===== src/hw/rtl/tcbs_pkg.sv =====
// Shared types and constants for the text console buffer with scroll.
package tcbs_pkg;

    localparam int ROWS_DEF = 4;
    localparam int COLS_DEF = 21;
    localparam int QDEPTH   = 4;
    localparam int QAW      = $clog2(QDEPTH);

    localparam logic [7:0] CHAR_SPACE   = 8'h20;
    localparam logic [7:0] CHAR_NEWLINE = 8'h0A;

    localparam logic [2:0] MODE_WRITE = 3'd0;
    localparam logic [2:0] MODE_POKE  = 3'd1;
    localparam logic [2:0] MODE_CLEAR = 3'd2;
    localparam logic [2:0] MODE_READ  = 3'd3;
    localparam logic [2:0] MODE_FLUSH = 3'd4;

    typedef enum logic [2:0] {
        OP_NOP,
        OP_WRITE,
        OP_NEWLINE,
        OP_POKE,
        OP_CLEAR,
        OP_READ,
        OP_FLUSH
    } op_t;

    typedef struct packed {
        op_t        op;
        logic [7:0] ch;
        logic [4:0] col;
        logic [1:0] row;
        logic       in_grid;
    } cmd_t;

    typedef struct packed {
        logic full;
        logic empty;
    } q_status_t;

    typedef enum logic [2:0] {
        ST_IDLE,
        ST_START,
        ST_FILL,
        ST_LINE_END,
        ST_READ,
        ST_DONE
    } state_t;

endpackage


===== src/hw/rtl/tcbs_front.sv =====
// Input side: accepts transfers and decodes them into queued commands.
module tcbs_front #(
    parameter int ROWS = tcbs_pkg::ROWS_DEF,
    parameter int COLS = tcbs_pkg::COLS_DEF
) (
    input  logic                s_axis_tvalid,
    output logic                s_axis_tready,
    input  logic [15:0]         s_axis_tdata,  // char_code[7:0], column[12:8], row[14:13]
    input  logic [2:0]          s_axis_tuser,  // mode[2:0]
    input  tcbs_pkg::q_status_t q_stat,
    output logic                push,
    output tcbs_pkg::cmd_t      push_cmd
);

    logic [7:0] ch;
    logic [4:0] col;
    logic [1:0] row;

    assign ch  = s_axis_tdata[7:0];
    assign col = s_axis_tdata[12:8];
    assign row = s_axis_tdata[14:13];

    assign s_axis_tready = !q_stat.full;
    assign push          = s_axis_tvalid && s_axis_tready;

    always_comb
    begin
        push_cmd.ch      = ch;
        push_cmd.col     = col;
        push_cmd.row     = row;
        push_cmd.in_grid = (32'(row) < 32'(ROWS)) && (32'(col) < 32'(COLS));
        unique case (s_axis_tuser)
            tcbs_pkg::MODE_WRITE:
                push_cmd.op = (ch == tcbs_pkg::CHAR_NEWLINE) ? tcbs_pkg::OP_NEWLINE
                                                             : tcbs_pkg::OP_WRITE;
            tcbs_pkg::MODE_POKE:  push_cmd.op = tcbs_pkg::OP_POKE;
            tcbs_pkg::MODE_CLEAR: push_cmd.op = tcbs_pkg::OP_CLEAR;
            tcbs_pkg::MODE_READ:  push_cmd.op = tcbs_pkg::OP_READ;
            tcbs_pkg::MODE_FLUSH: push_cmd.op = tcbs_pkg::OP_FLUSH;
            default:              push_cmd.op = tcbs_pkg::OP_NOP;
        endcase
    end

endmodule


===== src/hw/rtl/tcbs_fifo.sv =====
// Command queue between the decode side and the grid engine.
module tcbs_fifo (
    input  logic                clk,
    input  logic                rst_n,
    input  logic                push,
    input  tcbs_pkg::cmd_t      push_cmd,
    input  logic                pop,
    output tcbs_pkg::cmd_t      head,
    output tcbs_pkg::q_status_t q_stat
);

    localparam int QAW = tcbs_pkg::QAW;
    localparam logic [QAW-1:0] PTR_LAST = QAW'(tcbs_pkg::QDEPTH - 1);
    localparam logic [QAW:0]   CNT_FULL = (QAW+1)'(tcbs_pkg::QDEPTH);

    tcbs_pkg::cmd_t  q_mem [tcbs_pkg::QDEPTH];
    logic [QAW-1:0]  wr_ptr_reg, wr_ptr_next;
    logic [QAW-1:0]  rd_ptr_reg, rd_ptr_next;
    logic [QAW:0]    count_reg, count_next;
    logic            do_push, do_pop;

    assign q_stat.full  = (count_reg == CNT_FULL);
    assign q_stat.empty = (count_reg == '0);
    assign do_push      = push && !q_stat.full;
    assign do_pop       = pop && !q_stat.empty;
    assign head         = q_mem[rd_ptr_reg];

    always_comb
    begin
        wr_ptr_next = wr_ptr_reg;
        rd_ptr_next = rd_ptr_reg;
        count_next  = count_reg;
        if (do_push)
        begin
            wr_ptr_next = (wr_ptr_reg == PTR_LAST) ? '0 : wr_ptr_reg + QAW'(1);
        end
        if (do_pop)
        begin
            rd_ptr_next = (rd_ptr_reg == PTR_LAST) ? '0 : rd_ptr_reg + QAW'(1);
        end
        if (do_push && !do_pop)
        begin
            count_next = count_reg + (QAW+1)'(1);
        end
        else if (do_pop && !do_push)
        begin
            count_next = count_reg - (QAW+1)'(1);
        end
    end

    always_ff @(posedge clk or negedge rst_n)
    begin
        if (!rst_n)
        begin
            wr_ptr_reg <= '0;
            rd_ptr_reg <= '0;
            count_reg  <= '0;
        end
        else
        begin
            wr_ptr_reg <= wr_ptr_next;
            rd_ptr_reg <= rd_ptr_next;
            count_reg  <= count_next;
        end
    end

    always_ff @(posedge clk)
    begin
        if (do_push)
        begin
            q_mem[wr_ptr_reg] <= push_cmd;
        end
    end

endmodule


===== src/hw/rtl/tcbs_engine.sv =====
// Grid engine: character store, cursor, scroll ring and result register.
module tcbs_engine #(
    parameter int ROWS = tcbs_pkg::ROWS_DEF,
    parameter int COLS = tcbs_pkg::COLS_DEF
) (
    input  logic                clk,
    input  logic                rst_n,
    input  tcbs_pkg::cmd_t      head,
    input  tcbs_pkg::q_status_t q_stat,
    output logic                pop,
    output logic                m_axis_tvalid,
    input  logic                m_axis_tready,
    output logic [15:0]         m_axis_tdata  // cell_char[7:0], is_dirty[8],
                                              // cursor_row_out[10:9], cursor_col_out[15:11]
);

    localparam int RW    = $clog2(ROWS);
    localparam int CW    = $clog2(COLS);
    localparam int DEPTH = ROWS * COLS;
    localparam int AW    = $clog2(DEPTH);
    localparam logic [RW-1:0] ROW_LAST = RW'(ROWS - 1);
    localparam logic [CW-1:0] COL_LAST = CW'(COLS - 1);
    localparam logic [AW-1:0] COLS_A   = AW'(COLS);

    function automatic logic [RW-1:0] phys(input logic [RW-1:0] top,
                                           input logic [RW-1:0] vis);
        logic [RW:0] s;
        s = {1'b0, top} + {1'b0, vis};
        if (s >= (RW+1)'(ROWS))
        begin
            s = s - (RW+1)'(ROWS);
        end
        return s[RW-1:0];
    endfunction

    function automatic logic [AW-1:0] cell_addr(input logic [RW-1:0] r,
                                                input logic [CW-1:0] c);
        return AW'(AW'(r) * COLS_A + AW'(c));
    endfunction

    logic [7:0] mem [DEPTH];
    logic [7:0] rd_data_reg;

    tcbs_pkg::state_t state_reg, state_next;
    tcbs_pkg::cmd_t   cmd_reg, cmd_next;
    logic [RW-1:0]    cur_row_reg, cur_row_next;
    logic [CW-1:0]    cur_col_reg, cur_col_next;
    logic [RW-1:0]    top_reg, top_next;
    logic             dirty_reg, dirty_next;
    logic [ROWS-1:0]  row_valid_reg, row_valid_next;
    logic [RW-1:0]    row_sel_reg, row_sel_next;
    logic [CW-1:0]    fill_col_reg, fill_col_next;
    logic [7:0]       cell_reg, cell_next;
    logic             out_valid_reg, out_valid_next;
    logic [15:0]      out_data_reg, out_data_next;

    logic             mem_we, mem_re;
    logic [AW-1:0]    mem_waddr, mem_raddr;
    logic [7:0]       mem_wdata;

    logic             addr_mode;
    logic [RW-1:0]    p_sel;
    logic [CW-1:0]    col_sel;
    logic             scroll;
    logic [RW-1:0]    adv_row, adv_top;
    logic             out_load;

    assign addr_mode = (cmd_reg.op == tcbs_pkg::OP_POKE) || (cmd_reg.op == tcbs_pkg::OP_READ);
    assign p_sel     = phys(top_reg, addr_mode ? RW'(cmd_reg.row) : cur_row_reg);
    assign col_sel   = addr_mode ? CW'(cmd_reg.col) : cur_col_reg;
    assign scroll    = (cur_row_reg == ROW_LAST);
    assign adv_row   = scroll ? ROW_LAST : cur_row_reg + RW'(1);
    assign adv_top   = !scroll ? top_reg : ((top_reg == ROW_LAST) ? '0 : top_reg + RW'(1));
    assign out_load  = (state_reg == tcbs_pkg::ST_DONE) && (!out_valid_reg || m_axis_tready);
    assign pop       = (state_reg == tcbs_pkg::ST_IDLE) && !q_stat.empty;

    assign m_axis_tvalid = out_valid_reg;
    assign m_axis_tdata  = out_data_reg;

    always_comb
    begin
        state_next = state_reg;
        unique case (state_reg)
            tcbs_pkg::ST_IDLE:
            begin
                if (!q_stat.empty)
                begin
                    state_next = tcbs_pkg::ST_START;
                end
            end
            tcbs_pkg::ST_START:
            begin
                unique case (cmd_reg.op)
                    tcbs_pkg::OP_WRITE, tcbs_pkg::OP_POKE:
                    begin
                        if (cmd_reg.op == tcbs_pkg::OP_POKE && !cmd_reg.in_grid)
                            state_next = tcbs_pkg::ST_DONE;
                        else if (!row_valid_reg[p_sel])
                            state_next = tcbs_pkg::ST_FILL;
                        else
                            state_next = tcbs_pkg::ST_DONE;
                    end
                    tcbs_pkg::OP_NEWLINE:
                        state_next = row_valid_reg[p_sel] ? tcbs_pkg::ST_FILL
                                                          : tcbs_pkg::ST_LINE_END;
                    tcbs_pkg::OP_READ:
                        state_next = cmd_reg.in_grid ? tcbs_pkg::ST_READ : tcbs_pkg::ST_DONE;
                    default:
                        state_next = tcbs_pkg::ST_DONE;
                endcase
            end
            tcbs_pkg::ST_FILL:
            begin
                if (fill_col_reg == COL_LAST)
                begin
                    state_next = (cmd_reg.op == tcbs_pkg::OP_NEWLINE) ? tcbs_pkg::ST_LINE_END
                                                                      : tcbs_pkg::ST_START;
                end
            end
            tcbs_pkg::ST_LINE_END: state_next = tcbs_pkg::ST_DONE;
            tcbs_pkg::ST_READ:     state_next = tcbs_pkg::ST_DONE;
            tcbs_pkg::ST_DONE:
            begin
                if (out_load)
                begin
                    state_next = tcbs_pkg::ST_IDLE;
                end
            end
            default: state_next = tcbs_pkg::ST_IDLE;
        endcase
    end

    always_comb
    begin
        cmd_next       = cmd_reg;
        cur_row_next   = cur_row_reg;
        cur_col_next   = cur_col_reg;
        top_next       = top_reg;
        dirty_next     = dirty_reg;
        row_valid_next = row_valid_reg;
        row_sel_next   = row_sel_reg;
        fill_col_next  = fill_col_reg;
        cell_next      = cell_reg;
        out_valid_next = out_valid_reg && !m_axis_tready;
        out_data_next  = out_data_reg;
        mem_we         = 1'b0;
        mem_waddr      = cell_addr(p_sel, col_sel);
        mem_wdata      = cmd_reg.ch;
        mem_re         = 1'b0;
        mem_raddr      = cell_addr(p_sel, col_sel);

        unique case (state_reg)
            tcbs_pkg::ST_IDLE:
            begin
                if (pop)
                begin
                    cmd_next = head;
                end
            end
            tcbs_pkg::ST_START:
            begin
                cell_next    = 8'h00;
                row_sel_next = p_sel;
                unique case (cmd_reg.op)
                    tcbs_pkg::OP_WRITE, tcbs_pkg::OP_POKE:
                    begin
                        if (cmd_reg.op == tcbs_pkg::OP_WRITE || cmd_reg.in_grid)
                        begin
                            if (!row_valid_reg[p_sel])
                            begin
                                fill_col_next = '0;
                            end
                            else
                            begin
                                mem_we = 1'b1;
                                if (cmd_reg.op == tcbs_pkg::OP_WRITE)
                                begin
                                    dirty_next = 1'b1;
                                    if (cur_col_reg == COL_LAST)
                                    begin
                                        cur_col_next = '0;
                                        cur_row_next = adv_row;
                                        top_next     = adv_top;
                                        if (scroll)
                                            row_valid_next[top_reg] = 1'b0;
                                    end
                                    else
                                    begin
                                        cur_col_next = cur_col_reg + CW'(1);
                                    end
                                end
                            end
                        end
                    end
                    tcbs_pkg::OP_NEWLINE:
                    begin
                        dirty_next    = 1'b1;
                        fill_col_next = cur_col_reg;
                    end
                    tcbs_pkg::OP_CLEAR:
                    begin
                        row_valid_next = '0;
                        cur_row_next   = '0;
                        cur_col_next   = '0;
                        top_next       = '0;
                        dirty_next     = 1'b1;
                    end
                    tcbs_pkg::OP_READ:
                        mem_re = cmd_reg.in_grid;
                    tcbs_pkg::OP_FLUSH:
                        dirty_next = 1'b0;
                    default:
                    begin
                    end
                endcase
            end
            tcbs_pkg::ST_FILL:
            begin
                mem_we        = 1'b1;
                mem_waddr     = cell_addr(row_sel_reg, fill_col_reg);
                mem_wdata     = tcbs_pkg::CHAR_SPACE;
                fill_col_next = fill_col_reg + CW'(1);
                if (fill_col_reg == COL_LAST)
                begin
                    row_valid_next[row_sel_reg] = 1'b1;
                end
            end
            tcbs_pkg::ST_LINE_END:
            begin
                cur_col_next = '0;
                cur_row_next = adv_row;
                top_next     = adv_top;
                if (scroll)
                    row_valid_next[top_reg] = 1'b0;
            end
            tcbs_pkg::ST_READ:
                cell_next = row_valid_reg[row_sel_reg] ? rd_data_reg : tcbs_pkg::CHAR_SPACE;
            tcbs_pkg::ST_DONE:
            begin
                if (out_load)
                begin
                    out_valid_next = 1'b1;
                    out_data_next  = {5'(cur_col_reg), 2'(cur_row_reg), dirty_reg, cell_reg};
                end
            end
            default:
            begin
            end
        endcase
    end

    always_ff @(posedge clk or negedge rst_n)
    begin
        if (!rst_n)
        begin
            state_reg     <= tcbs_pkg::ST_IDLE;
            cur_row_reg   <= '0;
            cur_col_reg   <= '0;
            top_reg       <= '0;
            dirty_reg     <= 1'b1;
            row_valid_reg <= '0;
            out_valid_reg <= 1'b0;
        end
        else
        begin
            state_reg     <= state_next;
            cur_row_reg   <= cur_row_next;
            cur_col_reg   <= cur_col_next;
            top_reg       <= top_next;
            dirty_reg     <= dirty_next;
            row_valid_reg <= row_valid_next;
            out_valid_reg <= out_valid_next;
        end
    end

    always_ff @(posedge clk)
    begin
        cmd_reg      <= cmd_next;
        row_sel_reg  <= row_sel_next;
        fill_col_reg <= fill_col_next;
        cell_reg     <= cell_next;
        out_data_reg <= out_data_next;
    end

    always_ff @(posedge clk)
    begin
        if (mem_we)
        begin
            mem[mem_waddr] <= mem_wdata;
        end
        if (mem_re)
        begin
            rd_data_reg <= mem[mem_raddr];
        end
    end

endmodule


===== src/hw/rtl/text_console_buffer_scroll_core.sv =====
// Top level of the text console buffer with scroll.
//
// Input stream s_axis carries one command per transfer: tuser is the mode
// (write char, poke, clear, read, flush done), tdata the character, column
// and visible row. Output stream m_axis returns one result per command:
// read cell, dirty flag and cursor position after the command.
// Commands land in a four-entry queue; the grid engine executes them in
// order, one at a time, and holds the result in an output register.
// A write or poke into a row not yet touched first fills that row with spaces,
// and a newline in a used row fills the rest of that row with spaces (one
// space written per cycle) before the cursor moves on.
// Rows are tracked by per-row valid bits; a blank row reads as spaces, so
// reset and clear take effect at once with no sweep of the store.
// Reset empties the queue, homes the cursor and sets the dirty flag.
// If m_axis stalls, the engine parks on its finished result and the queue
// keeps taking commands until it fills, then s_axis_tready drops.
module text_console_buffer_scroll_core #(
    parameter int ROWS = tcbs_pkg::ROWS_DEF,
    parameter int COLS = tcbs_pkg::COLS_DEF
) (
    input  logic        clk,
    input  logic        rst_n,
    input  logic        s_axis_tvalid,
    output logic        s_axis_tready,
    input  logic [15:0] s_axis_tdata,  // char_code[7:0], column[12:8], row[14:13]
    input  logic [2:0]  s_axis_tuser,  // mode[2:0]
    output logic        m_axis_tvalid,
    input  logic        m_axis_tready,
    output logic [15:0] m_axis_tdata   // cell_char[7:0], is_dirty[8],
                                       // cursor_row_out[10:9], cursor_col_out[15:11]
);

    tcbs_pkg::q_status_t q_stat;
    tcbs_pkg::cmd_t      push_cmd;
    tcbs_pkg::cmd_t      head;
    logic                push;
    logic                pop;

    tcbs_front #(
        .ROWS (ROWS),
        .COLS (COLS)
    ) u_front (
        .s_axis_tvalid (s_axis_tvalid),
        .s_axis_tready (s_axis_tready),
        .s_axis_tdata  (s_axis_tdata),
        .s_axis_tuser  (s_axis_tuser),
        .q_stat        (q_stat),
        .push          (push),
        .push_cmd      (push_cmd)
    );

    tcbs_fifo u_fifo (
        .clk      (clk),
        .rst_n    (rst_n),
        .push     (push),
        .push_cmd (push_cmd),
        .pop      (pop),
        .head     (head),
        .q_stat   (q_stat)
    );

    tcbs_engine #(
        .ROWS (ROWS),
        .COLS (COLS)
    ) u_engine (
        .clk           (clk),
        .rst_n         (rst_n),
        .head          (head),
        .q_stat        (q_stat),
        .pop           (pop),
        .m_axis_tvalid (m_axis_tvalid),
        .m_axis_tready (m_axis_tready),
        .m_axis_tdata  (m_axis_tdata)
    );

endmodule


===== config.mk =====
export PLATFORM = sky130hd
export DESIGN_NAME = text_console_buffer_scroll_core
export DESIGN_NICKNAME = d
export VERILOG_FILES = /design/src/hw/rtl/tcbs_pkg.sv /design/src/hw/rtl/tcbs_front.sv /design/src/hw/rtl/tcbs_fifo.sv /design/src/hw/rtl/tcbs_engine.sv /design/src/hw/rtl/text_console_buffer_scroll_core.sv
export SDC_FILE = /design/constraint.sdc
export NUM_CORES = 1
export LEC_CHECK = 0
export BUFFER_PORTS_ARGS = -buffer_cell sky130_fd_sc_hd__buf_2
export CORE_ASPECT_RATIO = 1.25
export CORE_UTILIZATION = 46
export CTS_CLUSTER_DIAMETER = 150
export DETAILED_ROUTE_END_ITERATION = 12
export PLACE_DENSITY = 0.64
export SYNTH_ARGS = -nofsm -noshare
export SYNTH_HDL_FRONTEND = slang
export SYNTH_HIERARCHICAL = 1
export SYNTH_SLANG_ARGS = --single-unit

===== constraint.sdc =====
create_clock -name clk -period 6.1 [get_ports clk]
set_input_delay 0.915 -clock clk [delete_from_list [all_inputs] [get_ports clk]]
set_output_delay 0.915 -clock clk [all_outputs]
set_load 0.01 [all_outputs]

---- After elaboration in Yosys (flattened, before gate mapping) ----
Memories as Yosys holds them, arrays and structs flattened. A register that Yosys moved wholly into a read port is not among the register bits.
Cells that the tools add are included.
word-level totals
  register bits after elaboration ......... 56
  bits in writable memories ............... 748
  logic and storage cells ................. 197
  memories ................................ 2
memory list
  memory        words  bits a word  rd ports  clocked after memory_dff  write ports  line               text
  u_engine.mem  84     8            1         1                         1            tcbs_engine.sv:41  logic [7:0] mem [DEPTH];
  u_fifo.q_mem  4      19           1         1                         1            tcbs_fifo.sv:16    tcbs_pkg::cmd_t q_mem [tcbs_pkg::QDEPTH];
cells by class
  $add $sub $neg .......................... 12
  multipliers ............................. 2
  $lt $le $gt $ge ......................... 7
  equality and inequality tests ........... 36
  multiplexer cells ....................... 80
  bitwise gates (word level) .............. 3
  reductions and logical operators ........ 41
operator list
  operator               count
  $pmux W5 S2            4
  $mux W5                7
  $mux W2                17
  $pmux W3 S5            2
  $mux W4                6
  $eq A3 B3 Y1 const B   7
  $mux W3                7
  $mux W1                20
  $eq A3 B2 Y1 const B   6
  $mux W8                2
  $pmux W2 S2            4
  $pmux W8 S2            1
  $ne A3 B2 Y1 const B   5
  $add A7 B5 Y7          2
  $mul A2 B5 Y7 const B  2
  $pmux W4 S3            1
  $logic_and A1 B1 Y1    11
  $add A5 B1 Y5 const B  2
  $eq A5 B5 Y1 const B   2
  $ne A2 B1 Y1 const B   5
  $reduce_and A5 Y1      2
  $eq A3 B1 Y1 const B   3
  $logic_not A3 Y1       3
  $lt A2 B3 Y1 const B   3
  33 further kinds       57

---- Longest topological paths before layout ----
  depth after elaboration ................. 14
  gate-level depth with buffers ........... 21

---- Cells and area by module ----
The synthesis kept the hierarchy.
modules (own cells, without submodules)
  module       times used  cells each  area each (um^2)
  tcbs_engine  1           1515        30515.5
  tcbs_fifo    1           136         3178.0
  tcbs_front   1           28          211.5

---- Least setup slack after synthesis ----
Ideal clock, no wire load.
  path kind ............................... register to register
  from .................................... register u_engine/cmd_reg[18] (netlist name)
  to ...................................... memory u_engine.mem[37][0] (enable)
  library setup time ...................... 0.395 ns
  data arrival time ....................... 5.111 ns
  path slack .............................. 0.595 ns
  stages on the path, launching flop included .. 19
  buffers on the path ..................... 5
  period minus slack after synthesis ...... 5.505 ns
  cell sequence ........................... edfxtp_1 > buf_6 > xor2_2 > nand2_1 > mux2_2 > ha_1 > xor2_1 > and3_4 > nor2_4 > inv_2 > ha_1 > ha_1 > fa_1 > clkbuf_1 > buf_2 > clkbuf_1 > a31oi_1 > clkbuf_1 > nor4_1
between the ends
  cells in the longest elaborated chain, start to end .. 14
  elaborated cells on any way between the ends .. 23
ends and longest elaborated chain
  item                                                   line                                  text
  start: declaration                                     tcbs_engine.sv:45                     tcbs_pkg::cmd_t cmd_reg, cmd_next;
  start signal: assignment                               tcbs_engine.sv:278                    cmd_reg <= cmd_next;
  $eq A3 B2 Y1 / $eq A3 B3 Y1 (equally long branches)    tcbs_engine.sv:68                     assign addr_mode = (cmd_reg.op == tcbs_pkg::OP_POKE) || (cmd_reg.op == tcbs_pkg::OP_READ);
  $logic_or A1 B1 Y1 *                                   tcbs_engine.sv:68
  $mux W2 *                                              tcbs_engine.sv:69                     assign p_sel = phys(top_reg, addr_mode ? RW'(cmd_reg.row) : cur_row_reg);
  $add A2 B2 Y3 *                                        tcbs_engine.sv:28                     s = {1'b0, top} + {1'b0, vis};
  $ge A3 B3 Y1 / $sub A2 B1 Y2 (equally long branches)   tcbs_engine.sv:29, tcbs_engine.sv:31
  $mux W2 *                                              tcbs_engine.sv:29                     if (s >= (RW+1)'(ROWS))
  named net u_engine.p_sel[1]                            tcbs_engine.sv:62                     logic [RW-1:0] p_sel;
  branches (longest 8 deep; another with $mul A2 B5 Y7)  --
  end: declaration                                       tcbs_engine.sv:41
Mark *: on every way through the listed nets, which the timed path passes. The select of a mux whose other input is x is not followed.

---- Worst setup path in the final report ----
  from .................................... register u_engine/cmd_reg[17] (netlist name)
  to ...................................... memory u_engine.mem[17][7] (enable)
Same word-level chain as after synthesis.

==> impl_metrics.toml <==
[status]
status = "completed"

[global_route]
via_count_of_the_first_global_routing_pass = 17100
globalRouteTotalUtil = 0.197
number_of_antenna_violations_at_the_first_check_in_global_routing = 1
largest_net_degree_at_the_start_of_global_routing = 85
grt_pass1_wl_um = 108000
global_route.overflow_total = 0

[critical_path]
r2r_cells = 16
worst_setup_start_kind = "register"
timing.critical_path.fanout_max = 23
req_time_crit_path_ps = 6430
timing_worst_setup_path_type = "register to register"
crit_arrival_ps = 6170
worst_setup_path_end_kind = "register"
r2r_setup_slack_ps = 260

[place]
hpwl_um = 45600
gp_congestion = 0.864
dpl-instance-area_mm2 = 0.0359
port_buffers = 39

[clock_tree]
cts_setup_buffers = 0
cts.sinks = 831
cts-root-to-sink-buffers = 3
clk_transition_reported_paths_ps = 60
ctsHtreeMaxLevel = 3
numCtsBuffers = 80
post_cts.resized_instances = 0
clock_latency_ps = 640
cts_tree = "built"
clk_tree_root_cell = "sky130_fd_sc_hd__clkbuf_16"
ctsHoldBuffers = 0

[routing]
detailedRoute.firstPassIterationCount = 5
drt_iter0_drc = 1634
drt-total-wl_um = 71400
dr_vias = 16500
route.antenna.remaining_nets = 0
route.detailed.vias_per_inst = 5.77
routedWlPerCell_um = 25.0
detail_route.drc_violations = 0

[final_layout]
growth_of_design_area_from_synthesis_to_finish_pct = 13.3
layout_common_cells = "sky130_fd_sc_hd__edfxtp_1, sky130_fd_sc_hd__mux4_2, sky130_fd_sc_hd__buf_4"
largest_register_ff_count = 672
n_fill_cell = 5554
multi_input_comb_area_mm2 = 0.00851
final_design_area_no_fill_mm2 = 0.0384
layout-drive-gt1-share = 0.294
area_occupied_by_registers_mm2 = 0.0248
layout_commonest_cell = "sky130_fd_sc_hd__edfxtp_1"
final_net_count = 1905

[timing]
rsz0062_at_grt = "no"
max_clock_freq_mhz = 171
post-route-period-util = 0.957
tightest_slew_ps = 1240
timing.final.crit_period_ps = 5840
slew_violations = 0
report.final.hold_viol_count = 0
post_route_skew_ps = 27.5
max-slew-margin-rel = 0.172
timing.setup.tns_ps = 0
setup_violations = 0

[synthesis]
postSynthCellCount = 1679
synth-async-reset-ratio = 0.0301
synth_enable_flop_cells = 806
netlist_top_cells_area = "sky130_fd_sc_hd__edfxtp_1, sky130_fd_sc_hd__mux4_2, sky130_fd_sc_hd__dfrtp_1"
synth_area_per_cell_um2 = 20.2
synth_cell_types = 83
synth_seq_area_share = 0.732
synth_top_area_share = 0.714
syn_nets = 1740
yosysTopAreaCell = "sky130_fd_sc_hd__edfxtp_1"
syn-cell-area_mm2 = 0.0339
ys.warnings.count = 6
synth_top_flop_cell = "sky130_fd_sc_hd__edfxtp_1"
synth-seq-cells = 831

[floorplan]
io_pins = 41
core_area_mm2 = 0.0725
dieArea_mm2 = 0.0748
die_y_um = 306
num_rows = 110
initial_utilization = 0.467
die-width_um = 245

[job]
timing.max_cap.violations = 0

[worst_hold_path]
hold_class = "primary input to async pin"
routing by layer:
metal	up-vias	part of all wire	track usage
met4	0	0.037	0.0831
met5	-	0	0
met3	119	0.050	0.0298
li1	7219	-	-
met1	8698	0.40	0.255
met2	436	0.51	0.332
critical path: stages, from the launching register on:
cell and delay, ps:
sky130_fd_sc_hd__edfxtp_1 550, sky130_fd_sc_hd__xor2_2 230, sky130_fd_sc_hd__nand2_1 250, sky130_fd_sc_hd__mux2_2 380
sky130_fd_sc_hd__ha_1 190, sky130_fd_sc_hd__xor2_1 300, sky130_fd_sc_hd__and3_4 290, sky130_fd_sc_hd__nor2_4 50
sky130_fd_sc_hd__inv_2 130, sky130_fd_sc_hd__ha_1 270, sky130_fd_sc_hd__ha_4 180, sky130_fd_sc_hd__fa_2 820
sky130_fd_sc_hd__buf_4 350, sky130_fd_sc_hd__o31ai_1 480, sky130_fd_sc_hd__nand2b_1 520, sky130_fd_sc_hd__nor2_1 330
sky130_fd_sc_hd__buf_4 200
worst paths after layout:
check	start	end
setup reg to reg	u_engine/cmd_reg[17]$_DFFE_PP_	u_engine/mem[17][7]$_DFFE_PP_
hold reg to reg	u_engine/cell_reg[7]$_SDFFCE_PN0P_	u_engine/m_axis_tdata[7]$_DFFE_PP_
min in group clk	u_engine/cell_reg[7]$_SDFFCE_PN0P_	u_engine/m_axis_tdata[7]$_DFFE_PP_
max in group asynchronous	rst_n	u_fifo/count_reg[1]$_DFFE_PN0P_
hold / removal	rst_n	u_engine/m_axis_tvalid$_DFF_PN0_
setup / recovery	u_engine/cmd_reg[17]$_DFFE_PP_	u_engine/mem[17][7]$_DFFE_PP_
metrics by stage:
step / cells / utilization / hold WS [ps] / setup WS (ps)
floorplan: 1679 / - / 400 / 595
global placement: 2713 / 0.495 / 409 / 430
detailed placement: 2713 / 0.495 / 405 / 331
CTS: 2855 / 0.529 / 266 / 270
global route: 2857 / 0.530 / 313 / 56.3
finish: 2857 / 0.530 / 285 / 260
cell usage after synthesis, drive strengths merged, types with 3 or more instances:
library cell / number
a21oi: 24
nor2b: 8
nor3b: 6
nand4b: 3
nand2b: 19
nand3: 26
nor3: 36
o22ai: 10
a21o: 6
a21boi: 5
edfxtp: 806
o21a: 5
nor4: 8
o21ai: 18
and2: 25
xor2: 11
o22a: 3
o31ai: 4
or3: 5
o211a: 5
nand4: 6
a31oi: 5
nand2: 68
inv: 22
clkbuf: 19
mux2i: 24
mux2: 26
nor2: 80
and3: 3
a221oi: 8
mux4: 214
fa: 3
xnor2: 8
ha: 35
dfrtp: 24
nand3b: 4
buf: 68
logic make-up after synthesis:
| kind of cell | share of synthesized area |
|---|---|
| flip-flops | 0.732 |
| AND/OR/NAND/NOR | 0.0455 |
| multiplexers | 0.158 |
| AO/OA/AOI/OAI | 0.0246 |
| buffers and inverters | 0.0185 |
| adder cells (fa/ha/maj) | 0.0147 |
| XOR/XNOR | 0.00602 |
layout make-up:
class	count	share of cell area
flip-flops and latches	831	0.646
multi-input cells	739	0.222
clock buffers	102	0.0548
repair buffers	170	0.0337
well taps	952	0.0310
clock inverters	40	0.0104
inverters	22	0.00215
diodes	1	0.0000651
Power is not shown: default switching activity piles up to over one toggle a cycle in this logic, so the estimate is an artifact.
